===== src/rtl/core/bls_pkg.sv =====
// ----------------------------------------------------------------------------
// Bresenham line stepper package
// Shared opcode codes and the control word that travels with each queued
// transaction from the front end to the back end.
// ----------------------------------------------------------------------------
package bls_pkg;

    typedef enum logic {
        OP_LOAD = 1'b0,
        OP_STEP = 1'b1
    } bls_op_t;

    // Control flags of one queued transaction.
    typedef struct packed {
        logic load;
        logic x_negative;
        logic y_negative;
        logic steep;
    } bls_ctrl_t;

    localparam int unsigned CTRL_BITS = $bits(bls_ctrl_t);

endpackage


===== src/rtl/core/bls_front.sv =====
// ----------------------------------------------------------------------------
// Bresenham line stepper front end
// Classifies an incoming transaction and, for a load, works out the
// directions, the major axis and the decision increments of the new line.
// ----------------------------------------------------------------------------
module bls_front
    import bls_pkg::*;
#(
    parameter int unsigned COORD_BITS = 11,
    parameter int unsigned DEC_BITS   = COORD_BITS + 3
)
(
    input  logic                       opcode,
    input  logic [COORD_BITS-1:0]      x_start,
    input  logic [COORD_BITS-1:0]      y_start,
    input  logic [COORD_BITS-1:0]      x_finish,
    input  logic [COORD_BITS-1:0]      y_finish,
    output bls_ctrl_t                  ctrl,
    output logic signed [DEC_BITS-1:0] decision_init,
    output logic signed [DEC_BITS-1:0] inc_minor,
    output logic signed [DEC_BITS-1:0] inc_both
);

    localparam int unsigned PAD_BITS = DEC_BITS - COORD_BITS;

    logic                       x_neg;
    logic                       y_neg;
    logic                       is_steep;
    logic [COORD_BITS-1:0]      delta_x;
    logic [COORD_BITS-1:0]      delta_y;
    logic [COORD_BITS-1:0]      delta_major;
    logic [COORD_BITS-1:0]      delta_minor;
    logic signed [DEC_BITS-1:0] major_ext;
    logic signed [DEC_BITS-1:0] minor_ext;

    always_comb
    begin
        x_neg       = x_finish < x_start;
        y_neg       = y_finish < y_start;
        delta_x     = x_neg ? (x_start - x_finish) : (x_finish - x_start);
        delta_y     = y_neg ? (y_start - y_finish) : (y_finish - y_start);
        is_steep    = delta_y > delta_x;
        delta_major = is_steep ? delta_y : delta_x;
        delta_minor = is_steep ? delta_x : delta_y;

        major_ext = signed'({{PAD_BITS{1'b0}}, delta_major});
        minor_ext = signed'({{PAD_BITS{1'b0}}, delta_minor});

        // The decision term grows by twice the minor delta on every step and
        // loses twice the major delta whenever the minor axis moves.
        inc_minor     = minor_ext <<< 1;
        inc_both      = (minor_ext <<< 1) - (major_ext <<< 1);
        decision_init = (minor_ext <<< 1) - major_ext;

        ctrl.load       = (bls_op_t'(opcode) == OP_LOAD);
        ctrl.x_negative = x_neg;
        ctrl.y_negative = y_neg;
        ctrl.steep      = is_steep;
    end

endmodule


===== src/rtl/core/bls_queue.sv =====
// ----------------------------------------------------------------------------
// Bresenham line stepper queue
// Two-entry FIFO that decouples the front end from the back end.
// ----------------------------------------------------------------------------
module bls_queue
#(
    parameter int unsigned WIDTH = 8
)
(
    input  logic             clk,
    input  logic             rst_n,
    input  logic             wr_valid,
    input  logic [WIDTH-1:0] wr_data,
    output logic             full,
    input  logic             rd_en,
    output logic [WIDTH-1:0] rd_data,
    output logic             empty
);

    logic [WIDTH-1:0] entry_reg [2];
    logic             wr_ptr_reg;
    logic             wr_ptr_next;
    logic             rd_ptr_reg;
    logic             rd_ptr_next;
    logic [1:0]       count_reg;
    logic [1:0]       count_next;
    logic             do_write;
    logic             do_read;

    always_comb
    begin
        full        = (count_reg == 2'd2);
        empty       = (count_reg == 2'd0);
        do_write    = wr_valid && !full;
        do_read     = rd_en && !empty;
        wr_ptr_next = do_write ? !wr_ptr_reg : wr_ptr_reg;
        rd_ptr_next = do_read ? !rd_ptr_reg : rd_ptr_reg;
        count_next  = count_reg;
        if (do_write && !do_read)
        begin
            count_next = count_reg + 2'd1;
        end
        else if (do_read && !do_write)
        begin
            count_next = count_reg - 2'd1;
        end
        rd_data = entry_reg[rd_ptr_reg];
    end

    always_ff @(posedge clk or negedge rst_n)
    begin
        if (!rst_n)
        begin
            wr_ptr_reg <= 1'b0;
            rd_ptr_reg <= 1'b0;
            count_reg  <= 2'd0;
        end
        else
        begin
            wr_ptr_reg <= wr_ptr_next;
            rd_ptr_reg <= rd_ptr_next;
            count_reg  <= count_next;
        end
    end

    always_ff @(posedge clk)
    begin
        if (do_write)
        begin
            entry_reg[wr_ptr_reg] <= wr_data;
        end
    end

endmodule


===== src/rtl/core/bls_back.sv =====
// ----------------------------------------------------------------------------
// Bresenham line stepper back end
// Holds the line state, executes queued loads and steps, and keeps the
// pixel output register.
// ----------------------------------------------------------------------------
module bls_back
    import bls_pkg::*;
#(
    parameter int unsigned COORD_BITS = 11,
    parameter int unsigned DEC_BITS   = COORD_BITS + 3
)
(
    input  logic                       clk,
    input  logic                       rst_n,
    input  logic                       entry_valid,
    input  bls_ctrl_t                  entry_ctrl,
    input  logic [COORD_BITS-1:0]      entry_start_x,
    input  logic [COORD_BITS-1:0]      entry_start_y,
    input  logic [COORD_BITS-1:0]      entry_end_x,
    input  logic [COORD_BITS-1:0]      entry_end_y,
    input  logic signed [DEC_BITS-1:0] entry_decision,
    input  logic signed [DEC_BITS-1:0] entry_inc_minor,
    input  logic signed [DEC_BITS-1:0] entry_inc_both,
    output logic                       entry_pop,
    output logic                       out_valid,
    input  logic                       out_ready,
    output logic [COORD_BITS-1:0]      pixel_x,
    output logic [COORD_BITS-1:0]      pixel_y,
    output logic                       last_pixel
);

    bls_ctrl_t                  ctrl_reg;
    logic                       active_reg;
    logic                       active_next;
    logic [COORD_BITS-1:0]      cur_x_reg;
    logic [COORD_BITS-1:0]      cur_x_next;
    logic [COORD_BITS-1:0]      cur_y_reg;
    logic [COORD_BITS-1:0]      cur_y_next;
    logic [COORD_BITS-1:0]      end_x_reg;
    logic [COORD_BITS-1:0]      end_y_reg;
    logic signed [DEC_BITS-1:0] decision_reg;
    logic signed [DEC_BITS-1:0] decision_next;
    logic signed [DEC_BITS-1:0] inc_minor_reg;
    logic signed [DEC_BITS-1:0] inc_both_reg;
    logic                       out_valid_reg;
    logic                       out_valid_next;
    logic [COORD_BITS-1:0]      pixel_x_reg;
    logic [COORD_BITS-1:0]      pixel_y_reg;
    logic                       last_reg;
    logic                       out_free;
    logic                       do_load;
    logic                       do_emit;
    logic                       is_last;
    logic                       minor_step;
    logic [COORD_BITS-1:0]      x_walk;
    logic [COORD_BITS-1:0]      y_walk;

    always_comb
    begin
        out_free  = !out_valid_reg || out_ready;
        do_load   = entry_valid && entry_ctrl.load;
        do_emit   = entry_valid && !entry_ctrl.load && active_reg && out_free;
        // A step with no line loaded is dropped without waiting for output.
        entry_pop = do_load || do_emit || (entry_valid && !entry_ctrl.load && !active_reg);

        is_last    = ctrl_reg.steep ? (cur_y_reg == end_y_reg) : (cur_x_reg == end_x_reg);
        minor_step = !decision_reg[DEC_BITS-1];
        x_walk     = ctrl_reg.x_negative ? (cur_x_reg - COORD_BITS'(1))
                                         : (cur_x_reg + COORD_BITS'(1));
        y_walk     = ctrl_reg.y_negative ? (cur_y_reg - COORD_BITS'(1))
                                         : (cur_y_reg + COORD_BITS'(1));

        cur_x_next    = cur_x_reg;
        cur_y_next    = cur_y_reg;
        decision_next = decision_reg;
        active_next   = active_reg;

        if (do_emit)
        begin
            if (is_last)
            begin
                active_next = 1'b0;
            end
            else
            begin
                if (ctrl_reg.steep || minor_step)
                begin
                    cur_y_next = y_walk;
                end
                if (!ctrl_reg.steep || minor_step)
                begin
                    cur_x_next = x_walk;
                end
                decision_next = decision_reg + (minor_step ? inc_both_reg : inc_minor_reg);
            end
        end

        if (do_emit)
        begin
            out_valid_next = 1'b1;
        end
        else if (out_ready)
        begin
            out_valid_next = 1'b0;
        end
        else
        begin
            out_valid_next = out_valid_reg;
        end

        out_valid  = out_valid_reg;
        pixel_x    = pixel_x_reg;
        pixel_y    = pixel_y_reg;
        last_pixel = last_reg;
    end

    always_ff @(posedge clk or negedge rst_n)
    begin
        if (!rst_n)
        begin
            ctrl_reg      <= '0;
            active_reg    <= 1'b0;
            out_valid_reg <= 1'b0;
            cur_x_reg     <= '0;
            cur_y_reg     <= '0;
            end_x_reg     <= '0;
            end_y_reg     <= '0;
            decision_reg  <= '0;
            inc_minor_reg <= '0;
            inc_both_reg  <= '0;
        end
        else
        begin
            out_valid_reg <= out_valid_next;
            if (do_load)
            begin
                ctrl_reg      <= entry_ctrl;
                active_reg    <= 1'b1;
                cur_x_reg     <= entry_start_x;
                cur_y_reg     <= entry_start_y;
                end_x_reg     <= entry_end_x;
                end_y_reg     <= entry_end_y;
                decision_reg  <= entry_decision;
                inc_minor_reg <= entry_inc_minor;
                inc_both_reg  <= entry_inc_both;
            end
            else
            begin
                active_reg   <= active_next;
                cur_x_reg    <= cur_x_next;
                cur_y_reg    <= cur_y_next;
                decision_reg <= decision_next;
            end
        end
    end

    always_ff @(posedge clk)
    begin
        if (do_emit)
        begin
            pixel_x_reg <= cur_x_reg;
            pixel_y_reg <= cur_y_reg;
            last_reg    <= is_last;
        end
    end

endmodule


===== src/rtl/core/bresenham_line_stepper.sv =====
// ----------------------------------------------------------------------------
// Bresenham line stepper
// Integer line generator that walks all eight octants one pixel at a time.
// ----------------------------------------------------------------------------
// Usage:
// The slave stream carries commands. When s_axis_tuser is low the transaction
// loads a new line from (x_start, y_start) to (x_finish, y_finish) and gives
// no pixel; a load always restarts the walk, even in the middle of a line.
// When s_axis_tuser is high the transaction asks for the next pixel, which
// appears on the master stream with m_axis_tlast set on the finish point.
// A step with no line loaded, or after the finish point, gives nothing.
// An accepted step is written into the queue and its pixel is then held in
// the output register; the block takes one transaction every cycle while
// the queue has room. A two-entry queue sits between the command decoder
// and the pixel engine, which advances the line with one add and one compare
// per pixel. When the receiver holds m_axis_tready low the pixel stays in
// the output register, steps wait and s_axis_tready drops on a full queue.
// Reset empties the queue and the output register and leaves no line loaded.
// ----------------------------------------------------------------------------
module bresenham_line_stepper
    import bls_pkg::*;
#(
    parameter int unsigned COORD_BITS = 11
)
(
    input  logic                   clk,
    input  logic                   rst_n,
    input  logic                   s_axis_tvalid,
    output logic                   s_axis_tready,
    // Fields from bit 0 up: x_start, y_start, x_finish, y_finish, zero padding.
    input  logic [((4*COORD_BITS+7)/8)*8-1:0] s_axis_tdata,
    // Field: opcode (low loads endpoints, high requests the next pixel).
    input  logic                   s_axis_tuser,
    output logic                   m_axis_tvalid,
    input  logic                   m_axis_tready,
    // Fields from bit 0 up: pixel_x, pixel_y, zero padding.
    output logic [((2*COORD_BITS+7)/8)*8-1:0] m_axis_tdata,
    // Marks the finish point of the line.
    output logic                   m_axis_tlast
);

    localparam int unsigned DEC_BITS  = COORD_BITS + 3;
    localparam int unsigned OUT_W     = ((2*COORD_BITS+7)/8)*8;
    localparam int unsigned OUT_PAD   = OUT_W - 2*COORD_BITS;
    localparam int unsigned ENTRY_W   = CTRL_BITS + 4*COORD_BITS + 3*DEC_BITS;

    // Command fields unpacked from the slave transaction.
    logic [COORD_BITS-1:0]      x_start;
    logic [COORD_BITS-1:0]      y_start;
    logic [COORD_BITS-1:0]      x_finish;
    logic [COORD_BITS-1:0]      y_finish;

    // Front end results.
    bls_ctrl_t                  front_ctrl;
    logic signed [DEC_BITS-1:0] front_decision;
    logic signed [DEC_BITS-1:0] front_inc_minor;
    logic signed [DEC_BITS-1:0] front_inc_both;

    // Queue signals.
    logic [ENTRY_W-1:0]         queue_wr_data;
    logic [ENTRY_W-1:0]         queue_rd_data;
    logic                       queue_full;
    logic                       queue_empty;
    logic                       queue_pop;

    // Fields of the entry at the head of the queue.
    bls_ctrl_t                  head_ctrl;
    logic [COORD_BITS-1:0]      head_start_x;
    logic [COORD_BITS-1:0]      head_start_y;
    logic [COORD_BITS-1:0]      head_end_x;
    logic [COORD_BITS-1:0]      head_end_y;
    logic signed [DEC_BITS-1:0] head_decision;
    logic signed [DEC_BITS-1:0] head_inc_minor;
    logic signed [DEC_BITS-1:0] head_inc_both;

    // Back end outputs.
    logic [COORD_BITS-1:0]      pixel_x;
    logic [COORD_BITS-1:0]      pixel_y;

    assign x_start  = s_axis_tdata[COORD_BITS-1:0];
    assign y_start  = s_axis_tdata[2*COORD_BITS-1:COORD_BITS];
    assign x_finish = s_axis_tdata[3*COORD_BITS-1:2*COORD_BITS];
    assign y_finish = s_axis_tdata[4*COORD_BITS-1:3*COORD_BITS];

    // The decoder is ready whenever the queue has room.
    assign s_axis_tready = !queue_full;

    bls_front #(
        .COORD_BITS (COORD_BITS),
        .DEC_BITS   (DEC_BITS)
    ) u_front (
        .opcode        (s_axis_tuser),
        .x_start       (x_start),
        .y_start       (y_start),
        .x_finish      (x_finish),
        .y_finish      (y_finish),
        .ctrl          (front_ctrl),
        .decision_init (front_decision),
        .inc_minor     (front_inc_minor),
        .inc_both      (front_inc_both)
    );

    assign queue_wr_data = {front_ctrl, x_start, y_start, x_finish, y_finish,
                            front_decision, front_inc_minor, front_inc_both};

    bls_queue #(
        .WIDTH (ENTRY_W)
    ) u_queue (
        .clk      (clk),
        .rst_n    (rst_n),
        .wr_valid (s_axis_tvalid),
        .wr_data  (queue_wr_data),
        .full     (queue_full),
        .rd_en    (queue_pop),
        .rd_data  (queue_rd_data),
        .empty    (queue_empty)
    );

    assign {head_ctrl, head_start_x, head_start_y, head_end_x, head_end_y,
            head_decision, head_inc_minor, head_inc_both} = queue_rd_data;

    bls_back #(
        .COORD_BITS (COORD_BITS),
        .DEC_BITS   (DEC_BITS)
    ) u_back (
        .clk             (clk),
        .rst_n           (rst_n),
        .entry_valid     (!queue_empty),
        .entry_ctrl      (head_ctrl),
        .entry_start_x   (head_start_x),
        .entry_start_y   (head_start_y),
        .entry_end_x     (head_end_x),
        .entry_end_y     (head_end_y),
        .entry_decision  (head_decision),
        .entry_inc_minor (head_inc_minor),
        .entry_inc_both  (head_inc_both),
        .entry_pop       (queue_pop),
        .out_valid       (m_axis_tvalid),
        .out_ready       (m_axis_tready),
        .pixel_x         (pixel_x),
        .pixel_y         (pixel_y),
        .last_pixel      (m_axis_tlast)
    );

    assign m_axis_tdata = {{OUT_PAD{1'b0}}, pixel_y, pixel_x};

endmodule

===== config.mk =====
export PLATFORM = sky130hd
export DESIGN_NAME = bresenham_line_stepper
export DESIGN_NICKNAME = d
export VERILOG_FILES = /design/src/rtl/core/bls_pkg.sv /design/src/rtl/core/bls_front.sv /design/src/rtl/core/bls_queue.sv /design/src/rtl/core/bls_back.sv /design/src/rtl/core/bresenham_line_stepper.sv
export SDC_FILE = /design/constraint.sdc
export NUM_CORES = 1
export LEC_CHECK = 0
export BUFFER_PORTS_ARGS = -buffer_cell sky130_fd_sc_hd__buf_2
export CAP_MARGIN = 20
export CORE_ASPECT_RATIO = 2
export CORE_MARGIN = 2
export CORE_UTILIZATION = 62
export DETAILED_ROUTE_END_ITERATION = 8
export PLACE_DENSITY = 0.9
export SETUP_SLACK_MARGIN = 0.2
export SLEW_MARGIN = 20
export SYNTH_ARGS = -nofsm -noshare
export SYNTH_HDL_FRONTEND = slang
export SYNTH_SLANG_ARGS = --single-unit

===== constraint.sdc =====
create_clock -name clk -period 5.01 [get_ports clk]
set_input_delay 0.2505 -clock clk [delete_from_list [all_inputs] [get_ports clk]]
set_output_delay 0.2505 -clock clk [all_outputs]
set_load 0.05 [all_outputs]

Word level (Yosys, flattened, before mapping) --
Memory sizes are Yosys's and may differ from the RTL's. Cells that the tools add are included.
Storage, ports and cells: flip-flop bits (word level) 118, memory bits (writable) 174, input port bits 53, output and inout bits 27, logic and storage cells 104, memories 1
Cells by class: $add $sub $neg 13, magnitude comparators 3, equality and inequality tests 4, multiplexer cells 28, bitwise logic cells 1, reductions and logical operators 36
Memories:
- u_queue.entry_reg | depth 2, bits a word 87, rd ports 1, clocked after memory_dff 0, write ports 1, line bls_queue.sv:20 | logic [WIDTH-1:0] entry_reg [2];
Operators by type and width (number):
- 2-to-1 mux 11 bit | 14
- 2-to-1 mux 14 bit | 4
- subtractor 11 bit | 4
- adder 11 x 1 -> 11 bit (second input constant) | 2
- equality test 11 bit | 2
- less-than comparator 11 bit | 2
- subtractor 11 x 1 -> 11 bit (second input constant) | 2
- adder 14 bit | 1
- subtractor 12 x 11 -> 13 bit | 1
- subtractor 12 x 12 -> 13 bit | 1
- nonzero test 2 bit | 6
- greater-than comparator 11 bit | 1
- zero test 1 bit | 11
- logical AND 1 bit | 9
- 2-to-1 mux 1 bit | 8
- AND reduction 3 bit | 2
- logical OR 1 bit | 5
- 2-to-1 mux 2 bit | 2
- AND reduction 2 bit | 2
- adder 2 x 1 -> 2 bit (second input constant) | 1
- equality test 2 bit (second input constant) | 1
- zero test 2 bit | 1
- inequality test 2 x 1 -> 1 bit (second input constant) | 1
- subtractor 2 x 1 -> 2 bit (second input constant) | 1
- NOT 1 bit | 1

Logic depth before layout (Yosys ltp) --
depth after elaboration 11, gate-level depth with buffers 37, gate-level depth less buffers 33

Cells and area by module --
From an unflattened synthesis, not the netlist that was laid out.
Second synthesis, totals: cells, all modules 1508, area, all modules 17192.7 um^2
By module, submodules not included:
- bls_queue | times used 1, cells each 299, area an instance 7140.6 um^2, sequential area each 5505.3 um^2
- bls_back | times used 1, cells each 666, area an instance 6351.1 um^2, sequential area each 2967.8 um^2
- bls_front | times used 1, cells each 538, area an instance 3674.8 um^2, sequential area each 0.0 um^2
- bresenham_line_stepper | times used 1, cells each 5, area an instance 26.3 um^2, sequential area each 0.0 um^2

Worst setup path after synthesis --
Ideal clock, no wire load.
path kind input -> register, start input s_axis_tdata[21], end memory u_queue.entry_reg[0][35] (netlist name) (data pin), setup time 0.258 ns, arrival time 6.306 ns, required time 4.752 ns, slack -1.553 ns, cell stages on the path 36, path buffers 5, cell sequence inv_1 -> ha_1 -> clkbuf_2 -> a21o_1 -> a31oi_2 -> o21a_1 -> a221oi_1 -> o311a_1 -> or4_1 -> and3_1 -> inv_1 -> ha_1 -> buf_2 -> nand4_2 -> nor2_1 -> a211o_1 -> or2_1 -> buf_2 -> nand2_4 -> inv_1 -> clkbuf_1 -> clkbuf_1 -> nor2_1 -> a21oi_1 -> ha_1 -> nor2b_1 -> o21ai_0 -> a21boi_0 -> o21ai_0 -> a21boi_0 -> o21ai_0 -> a21boi_0 -> o21ai_0 -> inv_1 -> or3_1 -> and2_1
On the way: word-level cells in the longest chain between the ends 5, elaborated cells between the ends (all ways) 8, classes of those cells add/sub: 3; order compare: 2; mux: 3
RTL lines:
- from (decl) | line bresenham_line_stepper.sv:31 | input logic [((4*COORD_BITS+7)/8)*8-1:0] s_axis_tdata,
- subtractor 11 bit or less-than comparator 11 bit (tied branches) | line bls_front.sv:41, bls_front.sv:39
- 2-to-1 mux 11 bit (*) | line bls_front.sv:41 | delta_y = y_neg ? (y_start - y_finish) : (y_finish - y_start);
- greater-than comparator 11 bit | line bls_front.sv:42 | is_steep = delta_y > delta_x;
- 2-to-1 mux 11 bit (*) | line bls_front.sv:44 | delta_minor = is_steep ? delta_x : delta_y;
- named net front_inc_minor[2] | line bresenham_line_stepper.sv:56 | logic signed [DEC_BITS-1:0] front_inc_minor;
- subtractor 12 x 11 -> 13 bit (*) | line bls_front.sv:53 | decision_init = (minor_ext <<< 1) - major_ext;
- named net front_decision[10] | line bresenham_line_stepper.sv:55 | logic signed [DEC_BITS-1:0] front_decision;
- to (decl) | line bls_queue.sv:20
The timed path passes the listed nets; every way through them passes the cells marked *.

Final worst setup path --
start input s_axis_tdata[33], end memory u_queue.entry_reg[1][29] (netlist name) (data pin)
Same word-level chain as after synthesis.

==> impl_metrics.tcl <==
set metrics [dict create \
    reg2reg_to "u_back.decision_reg[13]$_DFFE_PN0P_" \
    cp-start-kind "input pin" \
    wirelength_met1_um 16350 \
    end_kind "register" \
    wl_per_cell_um 25.31 \
    cts_tree "built" \
    synthMuxAreaShare_pct 7.527 \
    crit_required_ns 5.40 \
    slowest_delay_ns 0.40 \
    synth_top_family_by_area "compound AO/OA/AOI/OAI gates" \
    ys_seq_area_share_pct 51.34 \
    dpl_cell_area_sq_um 17990 \
    maxCapViolations 0 \
    crit_fanout 6 \
    timing.rr.start "u_back.decision_reg[13]$_DFFE_PN0P_" \
    final_max_slew_viol_count 0 \
    drive_gt1_share_pct 32.95 \
    peakVddDrop_uv 546.7 \
    antenna_found_initial 1 \
    io_pins 80 \
    clock_skew_ns 0.01420 \
    p_leak_nw 8.567 \
    critPathMostFrequentCell "buf_4" \
    ys_types 78 \
    clkSlewWorstSetupHoldPaths_ns 0.08 \
    synthArstFlopShare_pct 32.01 \
    synth_edf_count 189 \
    yosysWarnings 0 \
    hold_class "input pin to register" \
    fmax_mhz 174.8 \
    routabilityCongestion 0.9820 \
    violations "setup timing" \
    final_nets 1889 \
    syn_inst 1394 \
    synth_area_sq_um 15390 \
    grtUsageTotal_pct 37.26 \
    hp-start "s_axis_tdata[26]" \
    synth_xor_area_share_pct 3.593 \
    period_share_pct 114.2 \
    fillers 1188 \
    setup_viol 30 \
    status "complete, but fails checks" \
    drtAntennaViolNets 0 \
    grt_pass1_wl_um 73660 \
    grt_max_degree 95 \
    synth-seq-cells 278 \
    period_needed_ns 5.720 \
    syn2layout_area_growth_pct 28.56 \
    synth_compound_area_share_pct 14.25 \
    clock_latency_ns 0.54 \
    std_cell_rows 81 \
    crit_slowest_cell "or3_4" \
    die_area_sq_um 26180 \
    cts_inserted_buffers 21 \
    drt-total-wl_um 52660 \
    finalHoldViolCount 0 \
    clock-root-buffer "clkbuf_16" \
    instances_no_fill 2081 \
    ctsHtreeMaxLevel 1 \
    clkSinkCount 278 \
    via_count 13760 \
    timing.final.ws_setup_ns -0.7096 \
    wl_met3_um 5070 \
    yosys.area_share.simple_pct 10.27 \
    die_y_um 226.8 \
    grt_pass1_vias 13410 \
    core_sq_um 24420 \
    tightest_slew_ns 0.9037 \
    maxSlewHeadroom_pct 39.75 \
    vias_per_cell 6.610 \
    top_layer_used "met4" \
    portBuffers 73 \
    cts.path.max_buffers 3 \
    initialDrtViolationCount 1588 \
    largest_register_ffs 166 \
    whs_path_depth 2 \
    synth_fa_ha_area_share_pct 8.763 \
    r2r_slack_ns 0.76 \
    route.met2.wl_um 25700 \
    final_area_sq_um 19790 \
    drc 0 \
    drt-pass1-iter-count 6 \
    start_util_pct 63.02 \
    dp_hpwl_um 30020 \
    p_per_area_nw_per_um2 775.4 \
    ys.flop_type "edfxtp_1" \
    reg2regPathDepth 15 \
    rsz0062_at_grt "yes" \
    chipWidth_um 115.4 \
    crit_arrival_ns 6.11 \
    crit_type "input pin to register" \
    min_to "u_queue.entry_reg[0][54]$_DFFE_PP_" \
    dp_cells 1991 \
    grt-ovfl-total 0 \
    avgSynthCellArea_sq_um 11.04 \
]
-- worst max path at each step --
| stage | to | startpoint | slack (ns) | cells after the start |
|---|---|---|---|---|
| after floorplan | u_queue.entry_reg[0][35]$_DFFE_PP_ | s_axis_tdata[21] | -1.01 | 35 |
| after global placement | u_queue.entry_reg[0][35]$_DFFE_PP_ | s_axis_tdata[0] | -0.98 | 33 |
| after detailed placement | u_queue.entry_reg[0][35]$_DFFE_PP_ | s_axis_tdata[33] | -1.21 | 33 |
| after CTS | u_queue.entry_reg[1][35]$_DFFE_PP_ | s_axis_tdata[0] | -0.37 | 32 |
| after global routing | u_queue.entry_reg[1][35]$_DFFE_PP_ | s_axis_tdata[33] | -0.87 | 34 |
| final | u_queue.entry_reg[1][29]$_DFFE_PP_ | s_axis_tdata[33] | -0.71 | 37 |
-- cell usage in the layout (no fill, tap or decap), types with 7 or more instances in the layout --
cell type	Yosys	routed
buf_4	2	283
edfxtp_1	189	189
nand2_1	122	118
o21ai_0	118	104
inv_1	108	94
mux2i_1	91	88
dfrtp_1	89	88
ha_1	95	73
a21oi_1	83	67
nor2_1	79	67
buf_2	6	66
xnor2_1	45	41
a21o_1	22	21
clkbuf_16	0	21
nor2b_1	24	20
ha_4	0	20
a211oi_1	21	18
mux2_2	18	18
nand3_1	19	17
xor2_1	15	15
nor3_1	15	14
a21oi_2	1	13
o21a_1	14	13
nand2b_1	11	11
a21boi_0	13	10
buf_6	2	10
inv_2	0	9
and2_1	12	9
nor2_4	1	9
nand4_1	8	8
or3_1	9	8
o21ai_2	2	7
a31oi_1	7	7
-- metrics by stage --
stage          utilization [%]  total power [mW]  TNS [ns]  setup slack [ns]  hold WS, ns
2_1_floorplan                -             9.052    -8.571            -1.011     -0.04509
3_3_place_gp             73.67             10.92    -18.65           -0.9812       0.2538
3_5_place_dp             73.67             11.41    -25.85            -1.215       0.2615
4_1_cts                  78.77             13.88    -4.094           -0.3733      0.02740
5_1_grt                  81.02             15.98    -16.47           -0.8711      0.02727
6_report                 81.02             15.34    -11.62           -0.7096      0.02276
-- power breakdown --
group | internal (mW) | leakage (nW) | switching, mW
logic | 3.92 | 5.45 | 5.33
registers | 3.72 | 2.80 | 0.641
clock network | 0.860 | 0.313 | 0.864
-- synthesized netlist by cell type, types with 7 or more instances --
master / number / share of area [%]
nand4_1: 8 / 0.33
a31oi_1: 7 / 0.28
mux2i_1: 91 / 5.9
edfxtp_1: 189 / 37
o21a_1: 14 / 0.68
a21boi_0: 13 / 0.63
o31ai_1: 7 / 0.34
nor3_1: 15 / 0.49
ha_1: 95 / 7.7
nand3_1: 19 / 0.62
a21oi_1: 83 / 2.7
xor2_1: 15 / 0.85
inv_1: 108 / 2.6
fa_1: 8 / 1.0
a21o_1: 22 / 1.1
a211oi_1: 21 / 1.0
and2_1: 12 / 0.49
dfrtp_1: 89 / 14
nor2_1: 79 / 1.9
clkbuf_1: 34 / 0.83
and3_1: 8 / 0.33
mux2_2: 18 / 1.3
xnor2_1: 45 / 2.6
nor2b_1: 24 / 0.98
nand2_1: 122 / 3.0
or3_1: 9 / 0.37
o21ai_0: 118 / 3.8
nand2b_1: 11 / 0.45
buf_1: 8 / 0.20
-- worst max-delay path: cells and delay by family --
| family | cells | cell delay (ns) |
|---|---|---|
| AOI/OAI and AO/OA | 9 | 1.54 |
| adders and majority gates | 4 | 1.00 |
| buffers and inverters | 16 | 1.87 |
| and+or+nand+nor | 8 | 1.49 |
-- cell type report --
class                   instances  area (sq um)  area share, %
repair inverters                1         3.754        0.01897
clock buffers                  28         561.8          2.839
diodes                          1         2.502        0.01265
multi-input cells             954          7669          38.75
clock inverters                10         100.1         0.5058
repair buffers                368          2683          13.56
well taps                     332         415.4          2.099
flip-flops and latches        278          7906          39.96
inverters                     109         446.7          2.257
-- cell families after synthesis --
kind of cell,count (synthesis)
AOI/OAI and AO/OA,345
and+or+nand+nor,331
DFF,278
buffers and inverters,163
muxes,112
adders and majority gates,103
xor gates and xnor gates,61
other,1
-- metal layers --
layer  up-vias  track usage [%]
li1       5685                -
met1      6460            41.58
met2      1180            63.87
met3       431            5.239
met4         0            26.89
met5         -                0
-- repair_timing --
item                                   CTS  global route
pin swaps                               47            62
endpoints found under the hold margin   42             0
buffers inserted                        29            17
cloned                                   2             0
hold buffers                             3             0
setup endpoints to repair               32            34
gates resized for setup                 73            84
No activity file was read; power rests on OpenSTA's default activity.
